==> config.mk <==
export PLATFORM = sky130hd
export DESIGN_NAME = blpm_ctrl
export DESIGN_NICKNAME = d
export VERILOG_FILES = /design/src/hdl/blpm_pkg.sv /design/src/hdl/blpm_ctrl.sv
export SDC_FILE = /design/constraint.sdc
export NUM_CORES = 1
export LEC_CHECK = 0
export BUFFER_PORTS_ARGS = -buffer_cell sky130_fd_sc_hd__buf_2
export CORE_AREA = 2 2 39 41
export CTS_CLUSTER_DIAMETER = 150
export CTS_CLUSTER_SIZE = 8
export DETAILED_ROUTE_END_ITERATION = 7
export DIE_AREA = 0 0 41 43
export HOLD_SLACK_MARGIN = 0.1
export SYNTH_ARGS = -nofsm -noshare
export SYNTH_HDL_FRONTEND = slang
export SYNTH_SLANG_ARGS = --single-unit
export TNS_END_PERCENT = 20
==> constraint.sdc <==
create_clock -name clk -period 1.46 [get_ports clk]
set_input_delay 0.146 -clock clk [delete_from_list [all_inputs] [get_ports clk]]
set_output_delay 0.146 -clock clk [all_outputs]
set_load 0.005 [all_outputs]
==> src/hdl/blpm_pkg.sv <==
// Shared types and constants for the binary trie longest prefix match block.
`timescale 1ns / 1ps

package blpm_pkg;

    localparam int KEY_BITS        = 32;
    localparam int DEF_NODE_COUNT  = 1024;
    localparam int LVL_W           = $clog2(KEY_BITS + 1);

    localparam logic OP_INSERT = 1'b0;
    localparam logic OP_LOOKUP = 1'b1;

    typedef enum logic [1:0] {
        ST_IDLE,
        ST_INSERT,
        ST_LOOKUP,
        ST_EMIT
    } state_t;

    // controller -> datapath
    typedef struct packed {
        logic load;      // capture the accepted item, start at the root
        logic step_ins;  // one insert level
        logic step_lkp;  // one lookup level
        logic emit;      // move the finished result into the output register
    } cmd_t;

    // datapath -> controller
    typedef struct packed {
        logic done;      // the walk ends in this step
        logic out_free;  // output register can take a result this cycle
    } stat_t;

endpackage

==> src/hdl/blpm_ctrl.sv <==
// Controller state machine: sequences accept, trie walk and result hand-off.
`timescale 1ns / 1ps

module blpm_ctrl
    import blpm_pkg::*;
(
    input  logic  clk,
    input  logic  rst_n,
    input  logic  in_valid,
    input  logic  in_op,
    output logic  in_ready,
    output cmd_t  cmd,
    input  stat_t stat
);

    state_t state_reg;
    state_t state_next;

    always_ff @(posedge clk or negedge rst_n)
    begin
        if (!rst_n)
        begin
            state_reg <= ST_IDLE;
        end
        else
        begin
            state_reg <= state_next;
        end
    end

    always_comb
    begin
        state_next = state_reg;
        case (state_reg)
            ST_IDLE:
            begin
                if (in_valid)
                begin
                    state_next = (in_op == OP_LOOKUP) ? ST_LOOKUP : ST_INSERT;
                end
            end
            ST_INSERT, ST_LOOKUP:
            begin
                if (stat.done)
                begin
                    state_next = ST_EMIT;
                end
            end
            ST_EMIT:
            begin
                if (stat.out_free)
                begin
                    state_next = ST_IDLE;
                end
            end
            default:
            begin
                state_next = ST_IDLE;
            end
        endcase
    end

    always_comb
    begin
        in_ready     = 1'b0;
        cmd          = '0;
        case (state_reg)
            ST_IDLE:
            begin
                in_ready = 1'b1;
                cmd.load = in_valid;
            end
            ST_INSERT:
            begin
                cmd.step_ins = 1'b1;
            end
            ST_LOOKUP:
            begin
                cmd.step_lkp = 1'b1;
            end
            ST_EMIT:
            begin
                cmd.emit = stat.out_free;
            end
            default:
            begin
                in_ready = 1'b0;
            end
        endcase
    end

endmodule

==> results.cfg, run 1 <==
[floorplan]
num_io_pins = 11
die_y_um = 43
initial_core_util = 0.131
die_area_sq_um = 1760
die_w_um = 41
rows = 14
core_area_sq_um = 1380

[setup_path]
end_kind = register
worstSetupPathType = register to register
cp.arrival_ps = 1530
worstPathRequired_ps = 1600
start_kind = register
max_stage_delay_ps = 390
cp_slowest_cell = dfrtp_1
cp_max_fo = 3
crit_chain = inv_2 > ha_4 > a222oi_1 > buf_4 > mux2i_1

[timing]
clock.fmax_mhz = 722
rsz0062_at_grt = yes
tightest_slew_ps = 274
finalHoldViolCount = 0
fin_crit_sh = 0.948
worst_clock_skew_ps = 4.06
slew_headroom = 0.818
finalSetupViolations = 0
fin_crit_ps = 1380
maxSlewViolCount = 0

[routing]
wl_met1_um = 160
drc_errors = 0
vias = 215
wire_per_inst_um = 8.37
viasPerCell = 3.77
final_antenna_net_count = 0
routed.top_layer = met3
drt_pre_antenna_iters = 4
wl_met3_um = 52
wl_met2_um = 264
finalWirelength_um = 477
drt_iter0_markers = 6

[cells_and_area]
drive_above_1_share = 0.610
syn_to_final_growth_pct = 96.6
multi_input_area_sq_um = 125
regArea_sq_um = 50.0
final_cells = 57
num_antenna_cells = 0
fin_nets = 53
largest_reg_flops = 2
fillCellCount = 160

[pwr]
power.density_nw_per_um2 = 2250
peakVddDrop_mv = 0.394
p_leak_nw = 0.208
power.total_w = 0.000802

[yosys]
ys_seq_elements = 2
ys.flop_type = dfrtp_1
yosysTopAreaCell = dfrtp_1
synth_async_sr_flop_share = 1.00
avgSynthCellArea_sq_um = 9.55
synth_most_common_cell = inv_1
syn_area_sq_um = 181
yosys-top-cells-count = inv_1, ha_1, mux2i_1, dfrtp_1
yosysSeqAreaShare = 0.276
netlist.area_leader.share = 0.276
synth_warnings = 0
synth_edf_count = 0
synthTopCellsByArea = dfrtp_1, ha_1, mux2i_1
syn_nets = 29
yosys.cell_types.count = 9
synthCells = 19

[clock_tree]
clock_sinks = 2
cts_tree = built
root_buffer = clkbuf_4
clockBufferDepth = 2
clk_pin_slew_ps = 30
cts.htree.levels = 1
clock_latency_ps = 220
numCtsBuffers = 3

[grt]
grt.overflow.total = 0
grt_max_degree = 6
antenna_found_initial = 0
grt_pass1_wl_um = 786
grt_pass1_vias = 196
grt_usage = 0.0763

[placed_design]
portBuffers = 10
gp_congestion = 0.564
placed_cells = 50

[run_status]
status = finished clean

[flow_run]
cap_violations = 0

[min_path]
hp-class = input port to register
-- placed cells by master (no fill, tap or decap), drive strengths merged --
master	n
a222oi	1
and2	2
buf	18
clkbuf	3
dfrtp	2
dlygate4sd3	1
ha	4
inv	5
mux2i	3
nand2	1
o21ai	1
-- where the power goes --
part / switching (W) / internal (W) / total, W
clock network: 0.0000312 / 0.0000907 / 0.000122
registers: 0.0000265 / 0.0000889 / 0.000115
logic: 0.000220 / 0.000345 / 0.000565
-- timing repair --
action,CTS,global route
endpoints found under the setup margin,1,3
pin swaps,2,1
hold buffers,1,0
buffers inserted,2,1
endpoints found under the hold margin,2,0
resized for setup,2,1
-- per-stage QoR --
| stage | TNS (ps) | cell area [sq um] | util | hold WS, ps | setup WS [ps] |
|---|---|---|---|---|---|
| after global routing | -11.7 | 357 | 0.258 | 236 | -11.7 |
| after CTS | 0 | 349 | 0.252 | 224 | 11.2 |
| final | 0 | 357 | 0.258 | 231 | 75.6 |
| after global placement | 0 | 289 | 0.209 | -67.8 | 57.6 |
| after floorplan | 0 | 181 | - | -150 | 23.7 |
| after detailed placement | 0 | 289 | 0.209 | -66.3 | 19.2 |
-- logic make-up (layout without fill, tap and decap cells) --
group           count (synthesis)  in the layout  share of synthesized area
compound gates                  2              2                     0.0827
buf+inv                         5             27                      0.103
fa+ha+maj                       4              4                      0.276
mux                             3              3                      0.166
flops                           2              2                      0.276
simple gates                    3              3                     0.0966
-- path summary, 6_finish.rpt --
| path | from | end | slack (ps) | cells after the start |
|---|---|---|---|---|
| max in group asynchronous | rst_n | state_reg[1]$_DFFE_PN0P_ | 1130 | 2 |
| worst max-delay path | state_reg[1]$_DFFE_PN0P_ | state_reg[1]$_DFFE_PN0P_ | 80 | 5 |
| min in group asynchronous | rst_n | state_reg[0]$_DFFE_PN0P_ | 240 | 2 |
| worst min register to register | state_reg[1]$_DFFE_PN0P_ | state_reg[1]$_DFFE_PN0P_ | 690 | 3 |
| worst min-delay path | in_op | state_reg[0]$_DFFE_PN0P_ | 230 | 4 |
| worst max register to register | state_reg[1]$_DFFE_PN0P_ | state_reg[1]$_DFFE_PN0P_ | 80 | 5 |
-- critical path: cells and delay by family, from the launching register on --
family                   cells  cell delay [ps]
multiplexers                 1              160
AO/OA/AOI/OAI                1              270
buffers and inverters        2              270
adder cells (fa/ha/maj)      1              200
flip-flops                   1              390
-- per-layer routing --
metal	vias to the layer above	global-route usage
met5	-	0
met4	0	0.0800
met3	0	0.0628
met2	11	0.103
met1	97	0.0611
li1	107	-
-- cell type report --
type,count,share of cell area
timing repair buffer,19,0.337
inverter,5,0.0526
clock buffer,3,0.0632
sequential,2,0.140
multi-input combinational,12,0.351
tap,16,0.0561
Power figures use the tool's default switching activity.
==> run 2, diff against run 1 <==
Settings changed: CELL_PAD_IN_SITES_DETAIL_PLACEMENT from default to 0, CELL_PAD_IN_SITES_GLOBAL_PLACEMENT from default to 1, PLACE_DENSITY_LB_ADDON from default to 0.1.
==> run 2 against run 1 <==
- largest power group unchanged
- sequential share of layout area about the same
- first-iteration DRC count decreased by 17%
- highest routed layer unchanged
- via count decreased by 5.1%
- die area unchanged
==> results.cfg, run 2 (synthesis gave the netlist of run 1 again) <==
[run_status]
status = finished clean

[timing]
fin_crit_sh = 0.979
worst_clock_skew_ps = 3.71
fin_crit_ps = 1430
finalHoldViolCount = 0
clock.fmax_mhz = 700
tns_ps = 0
tightest_slew_ps = 262
finalSetupViolations = 0
whs_ps = 237
rsz0062_at_grt = yes
maxSlewViolCount = 0
slew_headroom = 0.825

[setup_path]
cp.arrival_ps = 1560
crit_buf_inv = 2
max_stage_delay_ps = 390
crit_chain = buf_6 > ha_2 > a222oi_1 > buf_4 > mux2i_1
worstSetupPathType = register to register
worstPathRequired_ps = 1590
cp_top_family = flip-flops
start_kind = register
end_kind = register
cp_slowest_cell = dfrtp_1
cp_max_fo = 2

[floorplan]
die_w_um = 41
initial_core_util = 0.131
core_area_sq_um = 1380
rows = 14
die_area_sq_um = 1760
die_y_um = 43
num_io_pins = 11

[routing]
wl_met3_um = 45
wl_met1_um = 181
final_antenna_net_count = 0
drt_pre_antenna_iters = 5
routed.top_layer = met3
vias = 204
drt_iter0_markers = 5
finalWirelength_um = 487
wl_met2_um = 260
viasPerCell = 3.64
wire_per_inst_um = 8.70
drc_errors = 0

[cells_and_area]
largest_reg_flops = 2
final_common_cell = buf_2
drive_above_1_share = 0.625
final_cells = 56
fin_nets = 52
fillCellCount = 157
num_antenna_cells = 0
syn_to_final_growth_pct = 95.9
layout_common_cells = buf_2, buf_4, mux2i_1, inv_1, clkbuf_4

[pwr]
p_leak_nw = 0.203
power.total_w = 0.000799
peakVddDrop_mv = 0.692
power.density_nw_per_um2 = 2250

[placed_design]
placed_cells = 50
portBuffers = 10
gp_congestion = 0.694
dp_hpwl_um = 362

[clock_tree]
clock_sinks = 2
cts_tree = built
clockBufferDepth = 2
numCtsBuffers = 3
clk_pin_slew_ps = 30
root_buffer = clkbuf_4
clock_latency_ps = 220
cts.htree.levels = 1

[grt]
antenna_found_initial = 0
grt_max_degree = 6
grt_pass1_wl_um = 800
grt.overflow.total = 0
grt_usage = 0.0692
grt_pass1_vias = 215

[min_path]
hp-class = input port to async pin

[flow_run]
cap_violations = 0
-- run 2: cell count changes in the layout (fill, tap and decap cells not counted), sizes merged --
cell	before	now
buf	18	17
-- run 2: power breakdown --
| group | leakage, nW | switching, W | total (W) | internal (W) |
|---|---|---|---|---|
| Combinational | 0.166 | 0.000226 | 0.000563 | 0.000337 |
| Clock | 0.0138 | 0.0000300 | 0.000121 | 0.0000906 |
| Sequential | 0.0231 | 0.0000269 | 0.000116 | 0.0000890 |
-- run 2: final timing paths --
| path | start | slack (ps) | cells after the start | to |
|---|---|---|---|---|
| max reg2reg | state_reg[1]$_DFFE_PN0P_ | 30 | 5 | state_reg[1]$_DFFE_PN0P_ |
| min in group clk | in_op | 250 | 4 | state_reg[0]$_DFFE_PN0P_ |
| max in group asynchronous | rst_n | 1120 | 2 | state_reg[1]$_DFFE_PN0P_ |
| max | state_reg[1]$_DFFE_PN0P_ | 30 | 5 | state_reg[1]$_DFFE_PN0P_ |
| min | rst_n | 240 | 2 | state_reg[0]$_DFFE_PN0P_ |
| min reg2reg | state_reg[0]$_DFFE_PN0P_ | 700 | 3 | state_reg[0]$_DFFE_PN0P_ |
-- run 2: cell type report --
| type | instances | area (sq um) | area share |
|---|---|---|---|
| Clock buffer | 3 | 22.5 | 0.0634 |
| Inverter | 5 | 18.8 | 0.0528 |
| Multi-Input combinational cell | 12 | 128 | 0.359 |
| Sequential cell | 2 | 50.0 | 0.141 |
| Tap cell | 16 | 20.0 | 0.0563 |
| Timing Repair Buffer | 18 | 116 | 0.327 |
-- run 2: through the flow --
| step | util | instance area (sq um) | setup WS, ps |
|---|---|---|---|
| after CTS | 0.254 | 352 | 7.47 |
| after floorplan | - | 181 | 23.7 |
| after global routing | 0.257 | 355 | -68.7 |
| final | 0.257 | 355 | 31.1 |
| after global placement | 0.209 | 289 | -40.6 |
| after detailed placement | 0.209 | 289 | -17.3 |
-- run 2: what timing repair did --
action                     4_1_cts  5_1_grt
resized for setup                4        1
pin swaps                        2        0
hold endpoints to repair         2        0
hold buffers                     1        0
setup buffers                    2        0
setup endpoints to repair        2        2
-- run 2: routing by layer --
metal,vias to the layer above,track usage
li1,104,-
met1,90,0.0737
met2,10,0.106
met3,0,0.0157
met4,0,0.0600
met5,-,0
==> run 3, diff against run 2 <==
Settings changed: CORE_AREA 2 2 39 41 to 4 4 41 43, CTS_BUF_LIST from default to sky130_fd_sc_hd__clkbuf_8, DIE_AREA 0 0 41 43 to 0 0 45 47, RECOVER_POWER from default to 25.
==> run 3 against run 2 <==
- hold slack gained 16 ps
- clock skew shrank 2.6 ps
- clock-buffer cell count is the same
- highest routed layer unchanged
- critical path type unchanged
- utilization grew 2.9 points
==> results.cfg, run 3 (synthesis gave the netlist of run 1 again) <==
[cells_and_area]
largest_reg_flops = 2
layout_common_cells = buf_2, buf_4, mux2i_1, inv_1, clkbuf_8
num_antenna_cells = 0
final_cells = 55
fin_nets = 52
final_common_cell = buf_2
syn_to_final_growth_pct = 105
drive_above_1_share = 0.600

[timing]
fin_crit_ps = 1430
tightest_slew_ps = 293
fin_crit_sh = 0.979
finalHoldViolCount = 0
worst_clock_skew_ps = 1.08
tns_ps = 0
finalSetupViolations = 0
maxSlewViolCount = 0
rsz0062_at_grt = yes
slew_headroom = 0.805
clock.fmax_mhz = 700

[pwr]
combPwrFrac = 0.626
pwr-share-clk = 0.243
internal-power_w = 0.000596
p_leak_nw = 0.208
peakVddDrop_mv = 0.713
power.density_nw_per_um2 = 2350
switching_share = 0.316
p_switching_w = 0.000275
seqPwrFrac = 0.132

[flow_run]
cap_violations = 0

[grt]
grt_pass1_wl_um = 834
antenna_found_initial = 0
grt_pass1_vias = 199
grt_max_degree = 6
grt_usage = 0.0537
grt.overflow.total = 0

[floorplan]
die_w_um = 45
rows = 13
die_y_um = 47
die_area_sq_um = 2120
initial_core_util = 0.139
core_area_sq_um = 1300
num_io_pins = 11

[setup_path]
worstSetupPathType = register to register
crit_chain = buf_6 > ha_2 > a222oi_1 > buf_4 > mux2i_1
cp_slowest_cell = dfrtp_1
max_stage_delay_ps = 380
r2r_end = state_reg[0]$_DFFE_PN0P_
cp.arrival_ps = 1550
reg2reg_slack_ps = 30
rr_worst_depth = 5
reg2reg_from = state_reg[1]$_DFFE_PN0P_
start_kind = register
cp_max_fo = 2
worstPathRequired_ps = 1580
end_kind = register

[clock_tree]
cts.htree.levels = 1
clock_sinks = 2
clockBufferDepth = 2
clk_pin_slew_ps = 30
numCtsBuffers = 3
clock_latency_ps = 200
root_buffer = clkbuf_8
cts_tree = built

[routing]
wl_met1_um = 169
vias = 200
routed.top_layer = met3
wl_met3_um = 40
drt_pre_antenna_iters = 4
wire_per_inst_um = 8.24
final_antenna_net_count = 0
drt_iter0_markers = 5
drc_errors = 0
viasPerCell = 3.64
finalWirelength_um = 453
wl_met2_um = 242

[placed_design]
portBuffers = 10
gp_congestion = 0.637
placed_cells = 49
dp_hpwl_um = 371

[min_path]
hp-class = input port to async pin

[run_status]
status = finished clean
## run 3: worst max path at each step
stage | slack [ps] | end | from | depth (start not counted)
3_5_place_dp | -3 | state_reg[0]$_DFFE_PN0P_ | state_reg[0]$_DFFE_PN0P_ | 5
4_1_cts | 0.3 | state_reg[0]$_DFFE_PN0P_ | state_reg[1]$_DFFE_PN0P_ | 5
5_1_grt | -100 | state_reg[0]$_DFFE_PN0P_ | state_reg[1]$_DFFE_PN0P_ | 5
3_3_place_gp | -0.5 | state_reg[0]$_DFFE_PN0P_ | state_reg[0]$_DFFE_PN0P_ | 5
2_1_floorplan | 20 | state_reg[0]$_DFFE_PN0P_ | state_reg[0]$_DFFE_PN0P_ | 4
6_report | 30 | state_reg[0]$_DFFE_PN0P_ | state_reg[1]$_DFFE_PN0P_ | 5
## run 3: power by group through the flow
| stage | clock network (W) | registers, W | logic [W] |
|---|---|---|---|
| after floorplan | 0 | 0.000108 | 0.000234 |
| after global placement | 0 | 0.000114 | 0.000467 |
| after detailed placement | 0 | 0.000113 | 0.000461 |
| after CTS | 0.000218 | 0.000108 | 0.000548 |
| after global routing | 0.000223 | 0.000121 | 0.000618 |
| final | 0.000212 | 0.000115 | 0.000545 |
## run 3: per-stage QoR
step	total power [W]	instance area, sq um	hold slack (ps)	setup WS, ps	utilization
final	0.000872	372	253	30.7	0.286
after global routing	0.000962	372	276	-102	0.286
after CTS	0.000874	367	247	0.333	0.282
after detailed placement	0.000574	288	-67.2	-3.18	0.221
after global placement	0.000581	288	-67.6	-0.485	0.221
after floorplan	0.000342	181	-150	23.7	-
## run 3: per-layer routing
metal	up-vias	track usage
li1	104	-
met1	91	0.0568
met2	5	0.0932
met3	0	0.0268
met4	0	0.0175
met5	-	0
## run 3: timing repair
action                                  in CTS  in global routing
hold buffers                                 1                  0
gates cloned                                 0                  0
gates resized for setup                      2                  3
pin swaps                                    2                  1
hold endpoints to repair                     2                  0
endpoints found under the setup margin       2                  2
setup buffers                                2                  0
## run 3: final cells by class
cell class / count / area, sq um
Inverter: 5 / 18.8
Multi-Input combinational cell: 12 / 128
Fill cell: 152 / 930
Timing Repair Buffer: 18 / 115
Sequential cell: 2 / 50.0
Clock buffer: 3 / 41.3
Tap cell: 15 / 18.8
## run 3: worst max-delay path: cells and delay by family, from the launching register on
family	cells	cell delay, ps
AOI/OAI and AO/OA	1	320
adders and majority gates	1	160
buffers and inverters	2	300
DFF	1	380
muxes	1	170
